**config.mk**
```make
export PLATFORM = sky130hd
export DESIGN_NAME = radio_cat_frame_engine
export DESIGN_NICKNAME = d
export VERILOG_FILES = /design/src/rtl/core/rcfe_pkg.sv /design/src/rtl/core/rcfe_ctrl.sv /design/src/rtl/core/rcfe_datapath.sv /design/src/rtl/core/radio_cat_frame_engine.sv
export SDC_FILE = /design/constraint.sdc
export NUM_CORES = 1
export LEC_CHECK = 0
export ABC_AREA = 1
export BUFFER_PORTS_ARGS = -buffer_cell sky130_fd_sc_hd__buf_2
export CAP_MARGIN = 0
export CORE_ASPECT_RATIO = 1.25
export CORE_MARGIN = 10
export CORE_UTILIZATION = 60
export CTS_BUF_LIST = sky130_fd_sc_hd__clkbuf_4
export DETAILED_ROUTE_END_ITERATION = 10
export GPL_TIMING_DRIVEN = 0
export PLACE_DENSITY_LB_ADDON = 0.2
export SLEW_MARGIN = 20
export SYNTH_ARGS = -nofsm -noshare
export SYNTH_HDL_FRONTEND = slang
export SYNTH_HIERARCHICAL = 1
export SYNTH_SLANG_ARGS = --single-unit
```
**constraint.sdc**
```tcl
create_clock -name clk -period 4.9 [get_ports clk]
set_input_delay 0.49 -clock clk [delete_from_list [all_inputs] [get_ports clk]]
set_output_delay 0.49 -clock clk [all_outputs]
set_load 0.02 [all_outputs]
```
**src/rtl/core/rcfe_pkg.sv**
```systemverilog
`default_nettype none

package rcfe_pkg;

    localparam int FRAME_BYTES = 5;
    localparam int IDX_W       = $clog2(FRAME_BYTES);

    // binary to bcd conversion of the set-frequency word
    localparam int BIN_W      = 32;
    localparam int BCD_DIGITS = 10;
    localparam int ITER_W     = $clog2(BIN_W);

    // reply decode walks eight nibbles
    localparam int NIB_STEPS = 8;

    localparam logic [7:0]  OP_QUERY    = 8'h03;
    localparam logic [7:0]  OP_SET_FREQ = 8'h01;
    localparam logic [7:0]  OP_SET_MODE = 8'h07;
    localparam logic [7:0]  BYTE_ZERO   = 8'h00;
    localparam logic [29:0] FREQ_MAX    = 30'd999999990;

    typedef enum logic [1:0] {
        CMD_RX       = 2'd0,
        CMD_QUERY    = 2'd1,
        CMD_SET_FREQ = 2'd2,
        CMD_SET_MODE = 2'd3
    } cmd_t;

    typedef enum logic [2:0] {
        ST_IDLE,
        ST_BCD,
        ST_DEC,
        ST_SCALE,
        ST_SEND
    } state_t;

    typedef struct packed {
        logic load;
        logic bcd_step;
        logic dec_step;
        logic dec_finish;
        logic advance;
    } rcfe_cmd_t;

    typedef struct packed {
        logic reply_full;
        logic bcd_done;
        logic dec_done;
        logic out_last;
    } rcfe_stat_t;

endpackage

`default_nettype wire

```
**src/rtl/core/rcfe_ctrl.sv**
```systemverilog
`default_nettype none

module rcfe_ctrl
    import rcfe_pkg::*;
(
    input  wire logic       clk,
    input  wire logic       rst_n,
    input  wire logic       s_tvalid,
    output logic            s_tready,
    input  wire cmd_t       cmd,
    output logic            m_tvalid,
    input  wire logic       m_tready,
    output rcfe_cmd_t       dp_cmd,
    input  wire rcfe_stat_t dp_stat
);

    state_t state_reg;
    state_t state_next;

    always_ff @(posedge clk or negedge rst_n)
    begin
        if (!rst_n)
        begin
            state_reg <= ST_IDLE;
        end
        else
        begin
            state_reg <= state_next;
        end
    end

    always_comb
    begin
        state_next = state_reg;
        unique case (state_reg)
            ST_IDLE:
            begin
                if (s_tvalid)
                begin
                    if (cmd == CMD_SET_FREQ)
                    begin
                        state_next = ST_BCD;
                    end
                    else if (cmd == CMD_RX && dp_stat.reply_full)
                    begin
                        state_next = ST_DEC;
                    end
                    else
                    begin
                        state_next = ST_SEND;
                    end
                end
            end
            ST_BCD:
            begin
                if (dp_stat.bcd_done)
                begin
                    state_next = ST_SEND;
                end
            end
            ST_DEC:
            begin
                if (dp_stat.dec_done)
                begin
                    state_next = ST_SCALE;
                end
            end
            ST_SCALE:
            begin
                state_next = ST_SEND;
            end
            ST_SEND:
            begin
                if (m_tready && dp_stat.out_last)
                begin
                    state_next = ST_IDLE;
                end
            end
            default:
            begin
                state_next = ST_IDLE;
            end
        endcase
    end

    always_comb
    begin
        s_tready          = (state_reg == ST_IDLE);
        m_tvalid          = (state_reg == ST_SEND);
        dp_cmd.load       = (state_reg == ST_IDLE) && s_tvalid;
        dp_cmd.bcd_step   = (state_reg == ST_BCD);
        dp_cmd.dec_step   = (state_reg == ST_DEC);
        dp_cmd.dec_finish = (state_reg == ST_SCALE);
        dp_cmd.advance    = (state_reg == ST_SEND) && m_tready;
    end

endmodule

`default_nettype wire

```
**src/rtl/core/rcfe_datapath.sv**
```systemverilog
`default_nettype none

module rcfe_datapath
    import rcfe_pkg::*;
(
    input  wire logic        clk,
    input  wire logic        rst_n,
    input  wire cmd_t        cmd,
    input  wire logic [7:0]  rx_byte,
    input  wire logic [31:0] set_frequency,
    input  wire logic [7:0]  set_mode,
    input  wire rcfe_cmd_t   dp_cmd,
    output rcfe_stat_t       dp_stat,
    output logic [7:0]       tx_byte,
    output logic             tx_valid,
    output logic             last,
    output logic [29:0]      cached_frequency,
    output logic             frequency_valid,
    output logic [7:0]       cached_mode,
    output logic             mode_valid
);

    // cache and reply tracking
    logic        armed_reg;
    logic [2:0]  count_reg;
    logic [7:0]  digits_reg [4];
    logic [29:0] freq_store_reg;
    logic        freq_known_reg;
    logic [7:0]  mode_store_reg;
    logic        mode_known_reg;

    // per-item work registers
    cmd_t                  cmd_reg;
    logic [7:0]            mode_in_reg;
    logic [IDX_W-1:0]      idx_reg;
    logic [ITER_W-1:0]     iter_reg;
    logic [BIN_W-1:0]      bin_reg;
    logic [4*BCD_DIGITS-1:0] bcd_reg;
    logic [31:0]           nib_reg;
    logic [31:0]           acc_reg;

    logic [4*BCD_DIGITS-1:0] bcd_adj;
    logic [31:0]           acc_step;
    logic [31:0]           acc_scaled;
    logic [29:0]           freq_sat;
    logic [5:0]            bcd_lsb;

    // add-3 correction on every digit before the shift
    always_comb
    begin
        for (int d = 0; d < BCD_DIGITS; d++)
        begin
            bcd_adj[4*d +: 4] = (bcd_reg[4*d +: 4] >= 4'd5) ? bcd_reg[4*d +: 4] + 4'd3
                                                            : bcd_reg[4*d +: 4];
        end
    end

    assign acc_step   = {acc_reg[28:0], 3'b000} + {acc_reg[30:0], 1'b0}
                      + {28'd0, nib_reg[31:28]};
    assign acc_scaled = {acc_reg[28:0], 3'b000} + {acc_reg[30:0], 1'b0};
    assign freq_sat   = (acc_scaled > {2'b00, FREQ_MAX}) ? FREQ_MAX : acc_scaled[29:0];

    always_ff @(posedge clk or negedge rst_n)
    begin
        if (!rst_n)
        begin
            armed_reg      <= 1'b0;
            count_reg      <= 3'd0;
            freq_store_reg <= 30'd0;
            freq_known_reg <= 1'b0;
            mode_store_reg <= 8'd0;
            mode_known_reg <= 1'b0;
            idx_reg        <= '0;
            iter_reg       <= '0;
        end
        else
        begin
            if (dp_cmd.load)
            begin
                idx_reg  <= '0;
                iter_reg <= '0;
                unique case (cmd)
                    CMD_RX:
                    begin
                        if (armed_reg)
                        begin
                            if (count_reg < 3'd4)
                            begin
                                count_reg <= count_reg + 3'd1;
                            end
                            else
                            begin
                                mode_store_reg <= rx_byte;
                                mode_known_reg <= 1'b1;
                                armed_reg      <= 1'b0;
                                count_reg      <= 3'd0;
                            end
                        end
                    end
                    CMD_QUERY:
                    begin
                        armed_reg <= 1'b1;
                    end
                    CMD_SET_FREQ:
                    begin
                        freq_known_reg <= 1'b0;
                    end
                    CMD_SET_MODE:
                    begin
                        mode_known_reg <= 1'b0;
                    end
                    default:
                    begin
                    end
                endcase
            end
            if (dp_cmd.bcd_step || dp_cmd.dec_step)
            begin
                iter_reg <= iter_reg + ITER_W'(1);
            end
            if (dp_cmd.dec_finish)
            begin
                freq_store_reg <= freq_sat;
                freq_known_reg <= 1'b1;
            end
            if (dp_cmd.advance && !dp_stat.out_last)
            begin
                idx_reg <= idx_reg + IDX_W'(1);
            end
        end
    end

    // payload registers
    always_ff @(posedge clk)
    begin
        if (dp_cmd.load)
        begin
            cmd_reg     <= cmd;
            mode_in_reg <= set_mode;
            bin_reg     <= set_frequency;
            bcd_reg     <= '0;
            acc_reg     <= 32'd0;
            nib_reg     <= {digits_reg[0], digits_reg[1], digits_reg[2], digits_reg[3]};
            if (cmd == CMD_RX && armed_reg && count_reg < 3'd4)
            begin
                digits_reg[count_reg[1:0]] <= rx_byte;
            end
        end
        if (dp_cmd.bcd_step)
        begin
            bcd_reg <= {bcd_adj[4*BCD_DIGITS-2:0], bin_reg[BIN_W-1]};
            bin_reg <= {bin_reg[BIN_W-2:0], 1'b0};
        end
        if (dp_cmd.dec_step)
        begin
            acc_reg <= acc_step;
            nib_reg <= {nib_reg[27:0], 4'h0};
        end
    end

    assign dp_stat.reply_full = armed_reg && (count_reg == 3'd4);
    assign dp_stat.bcd_done   = (iter_reg == ITER_W'(BIN_W - 1));
    assign dp_stat.dec_done   = (iter_reg == ITER_W'(NIB_STEPS - 1));
    assign dp_stat.out_last   = (cmd_reg == CMD_RX) || (idx_reg == IDX_W'(FRAME_BYTES - 1));

    // low bit of the digit pair sent in frame byte idx
    assign bcd_lsb = 6'd28 - {idx_reg, 3'b000};

    // frame byte select; bcd digit 8 is the 100 MHz digit
    always_comb
    begin
        tx_byte  = BYTE_ZERO;
        tx_valid = 1'b1;
        unique case (cmd_reg)
            CMD_RX:
            begin
                tx_valid = 1'b0;
            end
            CMD_QUERY:
            begin
                if (idx_reg == IDX_W'(FRAME_BYTES - 1))
                begin
                    tx_byte = OP_QUERY;
                end
            end
            CMD_SET_FREQ:
            begin
                if (idx_reg == IDX_W'(FRAME_BYTES - 1))
                begin
                    tx_byte = OP_SET_FREQ;
                end
                else
                begin
                    tx_byte = bcd_reg[bcd_lsb +: 8];
                end
            end
            CMD_SET_MODE:
            begin
                if (idx_reg == IDX_W'(FRAME_BYTES - 1))
                begin
                    tx_byte = OP_SET_MODE;
                end
                else if (idx_reg == '0)
                begin
                    tx_byte = mode_in_reg;
                end
            end
            default:
            begin
            end
        endcase
    end

    assign last             = dp_stat.out_last;
    assign cached_frequency = freq_known_reg ? freq_store_reg : 30'd0;
    assign frequency_valid  = freq_known_reg;
    assign cached_mode      = mode_known_reg ? mode_store_reg : 8'd0;
    assign mode_valid       = mode_known_reg;

endmodule

`default_nettype wire

```
**src/rtl/core/radio_cat_frame_engine.sv**
```systemverilog
// Radio control-link engine. Each command transfer on the slave side yields one
// five-byte frame on the master side, one byte per transfer with tlast on the fifth;
// a received byte (cmd 0) yields a single transfer with tuser low that carries the
// cached frequency and mode. Items are handled one at a time: a query, set-mode or
// received byte is accepted and then sent out; set-frequency first runs a bit-serial
// binary to bcd conversion; the byte that completes a reply first runs a nibble-serial
// decode (8 multiply-by-ten steps and a final scale with saturation).
`default_nettype none

module radio_cat_frame_engine
    import rcfe_pkg::*;
(
    input  wire logic        clk,
    input  wire logic        rst_n,
    input  wire logic        s_tvalid,
    output logic             s_tready,
    input  wire logic [47:0] s_tdata,   // rx_byte, set_frequency, set_mode
    input  wire logic [1:0]  s_tuser,   // cmd
    output logic             m_tvalid,
    input  wire logic        m_tready,
    output logic [47:0] m_tdata, // tx_byte, cached_frequency, frequency_valid, cached_mode, mode_valid
    output logic             m_tuser,   // tx_valid
    output logic             m_tlast
);

    rcfe_cmd_t  dp_cmd;
    rcfe_stat_t dp_stat;
    cmd_t       cmd;

    logic [7:0]  tx_byte;
    logic [29:0] cached_frequency;
    logic        frequency_valid;
    logic [7:0]  cached_mode;
    logic        mode_valid;

    assign cmd = cmd_t'(s_tuser);

    rcfe_ctrl u_ctrl (
        .clk      (clk),
        .rst_n    (rst_n),
        .s_tvalid (s_tvalid),
        .s_tready (s_tready),
        .cmd      (cmd),
        .m_tvalid (m_tvalid),
        .m_tready (m_tready),
        .dp_cmd   (dp_cmd),
        .dp_stat  (dp_stat)
    );

    rcfe_datapath u_datapath (
        .clk              (clk),
        .rst_n            (rst_n),
        .cmd              (cmd),
        .rx_byte          (s_tdata[7:0]),
        .set_frequency    (s_tdata[39:8]),
        .set_mode         (s_tdata[47:40]),
        .dp_cmd           (dp_cmd),
        .dp_stat          (dp_stat),
        .tx_byte          (tx_byte),
        .tx_valid         (m_tuser),
        .last             (m_tlast),
        .cached_frequency (cached_frequency),
        .frequency_valid  (frequency_valid),
        .cached_mode      (cached_mode),
        .mode_valid       (mode_valid)
    );

    assign m_tdata = {mode_valid, cached_mode, frequency_valid, cached_frequency, tx_byte};

endmodule

`default_nettype wire

```
==> flow_summary.yaml, run 1 <==
clock_network:
  cts-root-buf: "clkbuf_4"
  clock_path_buffers: 3
  clk_latency_ps: 680
  numCtsBuffers: 52
  cts_sinks: 231
  cts_tree: "built"
  htreeDepth: 2
  clkTransAtPathRegs_ps: 70
worst_setup_path:
  cp.depth: 17
  worst_path_max_delay_cell: "fa_1"
  cp-start-kind: "flip-flop"
  critPathMaxFanout: 6
  endpoint_kind: "flip-flop"
  ff2ff_path_depth: 17
  crit_family: "simple AND/OR/NAND/NOR gates"
  criticalPathCategory: "flip-flop to flip-flop"
  crit_chain: "ha_1 > fa_1 > o21ai_0 > nor2_1 > nand3_1 > a21oi_1 > nand2_1 > nor2_1 > inv_1 > nor2_2 > nand2_1 > nor2_1 > nand2_1 > inv_1 > nand3_1 > nand2_1 > nor2_1"
  max_stage_delay_ps: 660
  path_buf_inv: 2
  crit_required_ps: 5280
  crit_arrival_ps: 3940
grt:
  grt_pass1_wl_um: 58000
  globalRoute.totalOverflow: 0
  grt.total_usage_pct: 23.9
  grt_max_degree: 55
  grt_pass1_vias: 12100
  antenna_found_initial: 2
detailed_routing:
  routedWlPerCell_um: 15.6
  dr_wl_met3_um: 1750
  drtPass1Iterations: 7
  drc_errors: 0
  wl_met2_um: 18500
  wl_um: 35500
  drt_iter0_drc: 822
  ant_nets: 0
  highest_layer: "met4"
  via_per_inst: 5.38
  vias: 12200
  drt-met1-wl_um: 14000
floorplanning:
  fp-row-count: 62
  core_area_um2: 23000
  die_x_um: 157
  die-area_um2: 29900
  die_height_um: 191
  start_util_pct: 61.0
  ios: 106
sta:
  hold_violations: 0
  worst_clock_skew_ps: 51.3
  finalSetupViolCount: 0
  period_share_pct: 72.5
  period_minus_slack_ps: 3550
  slew_violations: 0
  max-slew-margin-rel_pct: 49.3
  tns_ps: 0
  fmax_ghz: 0.282
  rsz0062_at_grt: "no"
  worst_pin_slew_ps: 759
synth:
  ys.flop_type: "edfxtp_1"
  syn_area_um2: 14000
  async_flop_share_pct: 23.4
  synth_area_leaders: "edfxtp_1 37%, nand2_1 14%, dfrtp_1 9.7%, inv_1 7.3%, ha_1 5.3%"
  ys_types: 46
  synth_edf_count: 172
  synth_cells: 1769
  syn_area_per_cell_um2: 7.91
  yosysTopAreaCellShare_pct: 36.9
  synth_area_leader_cell: "edfxtp_1"
  synth_nets: 1884
  yosysWarnings: 6
  seq_area_frac_synth_pct: 47.3
  ys_seq_elements: 231
power:
  p_leak_nw: 7.87
  power.total_mw: 8.82
  ir_drop_uv: 330
  powerDensity_nw_per_um2: 559
finish:
  drive_gt1_share_pct: 14.6
  finalNetCount: 2053
  design_area_um2: 15800
  mostFrequentLayoutCell: "nand2_1"
  area_growth_pct: 12.7
  fin_cells: 2273
  largest_reg_flops: 40
  final_cell_mix: "515 x nand2_1, 272 x inv_1, 172 x edfxtp_1"
min_path:
  hp-class: "input pin to flip-flop"
  worstHoldPathCells: 1
placement:
  port-buffer-count: 104
  placed_cell_area_um2: 14900
  place_inst: 2163
  dpl.hpwl_um: 27100
  place_congestion: 0.926
flow_run:
  drv_cap: 0
status:
  run_status: "complete, no violations"
cell type report:
class | count | area (µm²)
Sequential cell | 231 | 6620
Timing Repair Buffer | 115 | 653
Multi-Input combinational cell | 1204 | 6100
Clock inverter | 9 | 65.1
Tap cell | 288 | 360
Inverter | 283 | 1060
Buffer | 51 | 235
Clock buffer | 89 | 668
Antenna cell | 3 | 7.51
Fill cell | 1943 | 7190
power by group:
part / leakage, nW / switching, mW / internal [mW]
clock: 0.440 / 0.733 / 0.868
combinational: 5.01 / 2.90 / 1.22
sequential: 2.42 / 0.302 / 2.80
repair_timing:
action                                 in CTS  in global routing
resized for setup                           0                  0
setup buffers                               0                  0
endpoints found under the hold margin      62                  0
hold buffers                                9                  0
logic make-up after synthesis:
family / after synthesis / synth area share, %
and+or+nand+nor: 903 / 27.4
AOI/OAI and AO/OA: 217 / 8.81
muxes: 8 / 0.644
DFF: 231 / 47.3
xor gates and xnor gates: 14 / 0.983
adders and majority gates: 61 / 5.56
buffers and inverters: 334 / 9.27
other: 1 / 0.0268
synth_stat cells (4+ instances only):
master / n
clkbuf_1: 37
dfrtp_1: 54
nand3_1: 134
nor2_1: 162
inv_1: 272
buf_4: 5
buf_1: 6
o21bai_1: 4
a21oi_1: 93
nand2_1: 517
inv_2: 9
edfxtp_1: 172
nand2_2: 22
mux2_2: 8
nor2_2: 8
xor2_1: 10
nor2_4: 5
ha_1: 59
o21ai_0: 100
a21oi_4: 10
dfxtp_1: 5
nor3_1: 19
nand3_2: 9
nand4_1: 13
layer usage:
layer / up-vias / GRT usage (%)
met5: - / 0
met4: 0 / 10.8
met3: 77 / 3.90
met2: 350 / 44.0
met1: 5717 / 26.4
li1: 6074 / -
final timing paths:
check,end,startpoint,slack (ps)
max in group asynchronous,u_datapath/freq_store_reg[7]$_DFFE_PN0P_,rst_n,3950
worst max register to register,u_datapath/acc_reg[29]$_SDFFCE_PN0P_,u_datapath/acc_reg[0]$_SDFFCE_PN0P_,1350
min in group asynchronous,u_ctrl/state_reg[2]$_DFFE_PN0P_,rst_n,450
worst min-delay path,u_datapath/cmd_reg[1]$_DFFE_PP_,s_tuser[1],40
worst max-delay path,u_datapath/acc_reg[29]$_SDFFCE_PN0P_,u_datapath/acc_reg[0]$_SDFFCE_PN0P_,1350
worst min register to register,u_datapath/bin_reg[0]$_SDFFE_PP0P_,u_datapath/bin_reg[0]$_SDFFE_PP0P_,480
through the flow:
step                util (%)  hold WS (ps)  setup slack [ps]
floorplan                  -           194              1290
global placement        64.8           453              -172
detailed placement      65.0           467              1420
CTS                     68.6          4.57              1420
global route            68.6          11.7              1090
finish                  68.7          41.0              1350
(Power assumes the default switching activity.)
==> run 2, diff against run 1 <==
ABC_AREA = 0   (was 1)
clock period = 3.3 ns   (was 4.9 ns; I/O delays follow)
==> run 2 against run 1 <==
Against the previous run:
- largest power group unchanged
- fmax decreased by 15%
- non-clock buffer count rose by 106
- critical endpoint is now u_datapath/acc_reg[25]$_SDFFCE_PN0P_
- largest cell class unchanged
- combinational power rose by 24%
- sequential power up 40%
- sequential share of layout area down 0.90 points
- the flow now finishes with violations (negative setup slack)
- power is 35% higher
- die area decreased by 6.7%
- highest routed layer unchanged
- cell area up 2.2%
- synthesized cell count down 33%
- synthesized area fell by 7.5%
- critical path depth fell by 3
- via count down 13%
==> flow_summary.yaml, run 2 <==
floorplanning:
  core_area_um2: 21400
  ios: 106
  die-area_um2: 27900
  die_x_um: 151
  fp-row-count: 60
  start_util_pct: 60.5
  die_height_um: 184
synth:
  seq_area_frac_synth_pct: 51.1
  synth_area_leaders: "edfxtp_1 40%, dfrtp_1 10%, ha_1 5.7%, a22o_1 4.3%, and2_1 3.4%"
  yosys-top-cells-count: "172 x edfxtp_1, 96 x nand2_1, 70 x and2_1"
  synth_most_common_cell: "edfxtp_1"
  synth_nets: 1294
  async_flop_share_pct: 23.4
  syn_area_per_cell_um2: 11.0
  synth_cells: 1179
  synth_edf_count: 172
  synth_area_leader_cell: "edfxtp_1"
  yosysTopAreaCellShare_pct: 39.9
  ys.flop_type: "edfxtp_1"
  yosysWarnings: 6
  ys_seq_elements: 231
  ys_types: 80
  syn_area_um2: 12900
worst_setup_path:
  crit_family: "simple AND/OR/NAND/NOR gates"
  max_stage_delay_ps: 580
  rrSetupSlack_ps: -890
  path_buf_inv: 3
  crit_chain: "ha_2 > fa_2 > a211oi_4 > o211a_1 > buf_4 > buf_6 > nor2_2 > o211ai_1 > nand4_1 > or4bb_4 > or4_4 > buf_6 > or3_1 > a21oi_2"
  cp-start-kind: "flip-flop"
  critPathMaxFanout: 4
  criticalPathCategory: "flip-flop to flip-flop"
  crit_arrival_ps: 4700
  crit_required_ps: 3800
  cpMostUsedCell: "buf_6"
  endpoint_kind: "flip-flop"
  worst_path_max_delay_cell: "or4bb_4"
detailed_routing:
  drtPass1Iterations: 5
  drc_errors: 0
  routedWlPerCell_um: 19.7
  via_per_inst: 6.04
  wl_um: 34800
  ant_nets: 0
  highest_layer: "met4"
  drt_iter0_drc: 748
  drt-met1-wl_um: 13200
  dr_wl_met3_um: 2130
  wl_met2_um: 18100
  vias: 10700
sta:
  fin_ws_ps: -894
  finalSetupViolCount: 45
  tns_ps: -30780
  max-slew-margin-rel_pct: 29.8
  worst_clock_skew_ps: 41.9
  period_share_pct: 127
  rsz0062_at_grt: "yes"
  fmax_ghz: 0.238
  period_minus_slack_ps: 4190
  worst_pin_slew_ps: 1050
  hold_violations: 0
  slew_violations: 0
  hold_ws_ps: 145
finish:
  fin_cells: 1767
  n_fill_cell: 1445
  area_growth_pct: 24.5
  final_cell_mix: "172 x edfxtp_1, 108 x buf_2, 96 x nand2_1"
  largest_reg_flops: 40
  design_area_um2: 16100
  finalNetCount: 1556
  fin_util_pct: 75.3
  drive_gt1_share_pct: 24.7
  mostFrequentLayoutCell: "edfxtp_1"
placement:
  pre_cts_ws_ps: -1160
  placed_cell_area_um2: 13900
  port-buffer-count: 104
  place_inst: 1563
  place_congestion: 0.918
  dpl.hpwl_um: 23200
clock_network:
  cts-root-buf: "clkbuf_4"
  clock_path_buffers: 3
  clkTransAtPathRegs_ps: 80
  clk_latency_ps: 680
  numCtsBuffers: 53
  htreeDepth: 2
  cts_tree: "built"
  cts_sinks: 231
grt:
  grt_max_degree: 55
  antenna_found_initial: 3
  globalRoute.totalOverflow: 0
  grt_pass1_wl_um: 54200
  grt.total_usage_pct: 24.2
  grt_pass1_vias: 10600
power:
  powerDensity_nw_per_um2: 740
  power.total_mw: 11.9
  ir_drop_uv: 408
  p_leak_nw: 6.61
status:
  violations: "negative setup slack"
  run_status: "finished with violations"
flow_run:
  drv_cap: 0
min_path:
  hp-class: "input pin to flip-flop"
## run 2: changes by cell type after synthesis, moves of 29 or more
cell     before  now
nand2_1     517   96
inv_1       272   46
nand3_1     134   18
nor2_1      162   68
and2_1        3   70
a22o_1        0   64
o21ai_0     100   60
a21oi_1      93   55
xnor2_1       2   31
## run 2: metal layers
metal	vias to the layer above	track usage, %
li1	4974	-
met1	5177	28.0
met2	411	42.2
met3	105	4.61
met4	0	10.6
met5	-	0
## run 2: power by group
| part | internal, mW | leakage [nW] | switching, mW |
|---|---|---|---|
| registers | 3.92 | 2.42 | 0.425 |
| clock network | 1.31 | 0.438 | 1.15 |
| logic | 2.04 | 3.76 | 3.08 |
## run 2: final timing paths
path                                                  startpoint                                        end  cells after the start
max                          u_datapath/acc_reg[0]$_SDFFCE_PN0P_       u_datapath/acc_reg[25]$_SDFFCE_PN0P_                     14
min                                                     s_tvalid            u_ctrl/state_reg[1]$_DFFE_PN0P_                      4
max reg2reg                  u_datapath/acc_reg[0]$_SDFFCE_PN0P_       u_datapath/acc_reg[25]$_SDFFCE_PN0P_                     14
min reg2reg                u_datapath/digits_reg[3][3]$_DFFE_PP_         u_datapath/nib_reg[3]$_SDFFE_PP0P_                      2
max in group asynchronous                                  rst_n  u_datapath/freq_store_reg[24]$_DFFE_PN0P_                      2
min in group asynchronous                                  rst_n   u_datapath/freq_store_reg[6]$_DFFE_PN0P_                      2
## run 2: cell type report
cell class              count  area [µm²]  share of cell area (%)
inverters                  48         180                    1.12
clock inverters            15         115                   0.714
flip-flops and latches    231        6620                    41.1
repair buffers            210        1560                    9.70
well taps                 279         349                    2.17
plain buffers              62         320                    1.99
clock buffers              84         631                    3.91
diodes                      3        7.51                  0.0466
multi-input cells         835        6330                    39.3
## run 2: logic make-up after synthesis
logic type / count (synthesis) / share of synthesized area [%]
simple gates: 384 / 15.8
compound gates: 306 / 16.8
other cells: 1 / 0.0290
xor+xnor: 56 / 3.85
mux: 26 / 2.78
flops: 231 / 51.1
fa+ha+maj: 61 / 6.01
buf+inv: 114 / 3.63
## run 2: worst min-delay path: stages
cell     delay, ps
buf_2          110
nor2b_1        130
a31oi_1        160
nor3_1          50
## run 2: what timing repair did
| item | CTS | global route |
|---|---|---|
| cloned | 1 | 3 |
| gates resized for setup | 42 | 82 |
| hold buffers | 52 | 0 |
| endpoints found under the setup margin | 145 | 48 |
| endpoints found under the hold margin | 139 | 0 |
| buffers inserted | 22 | 29 |
| pin swaps | 12 | 29 |
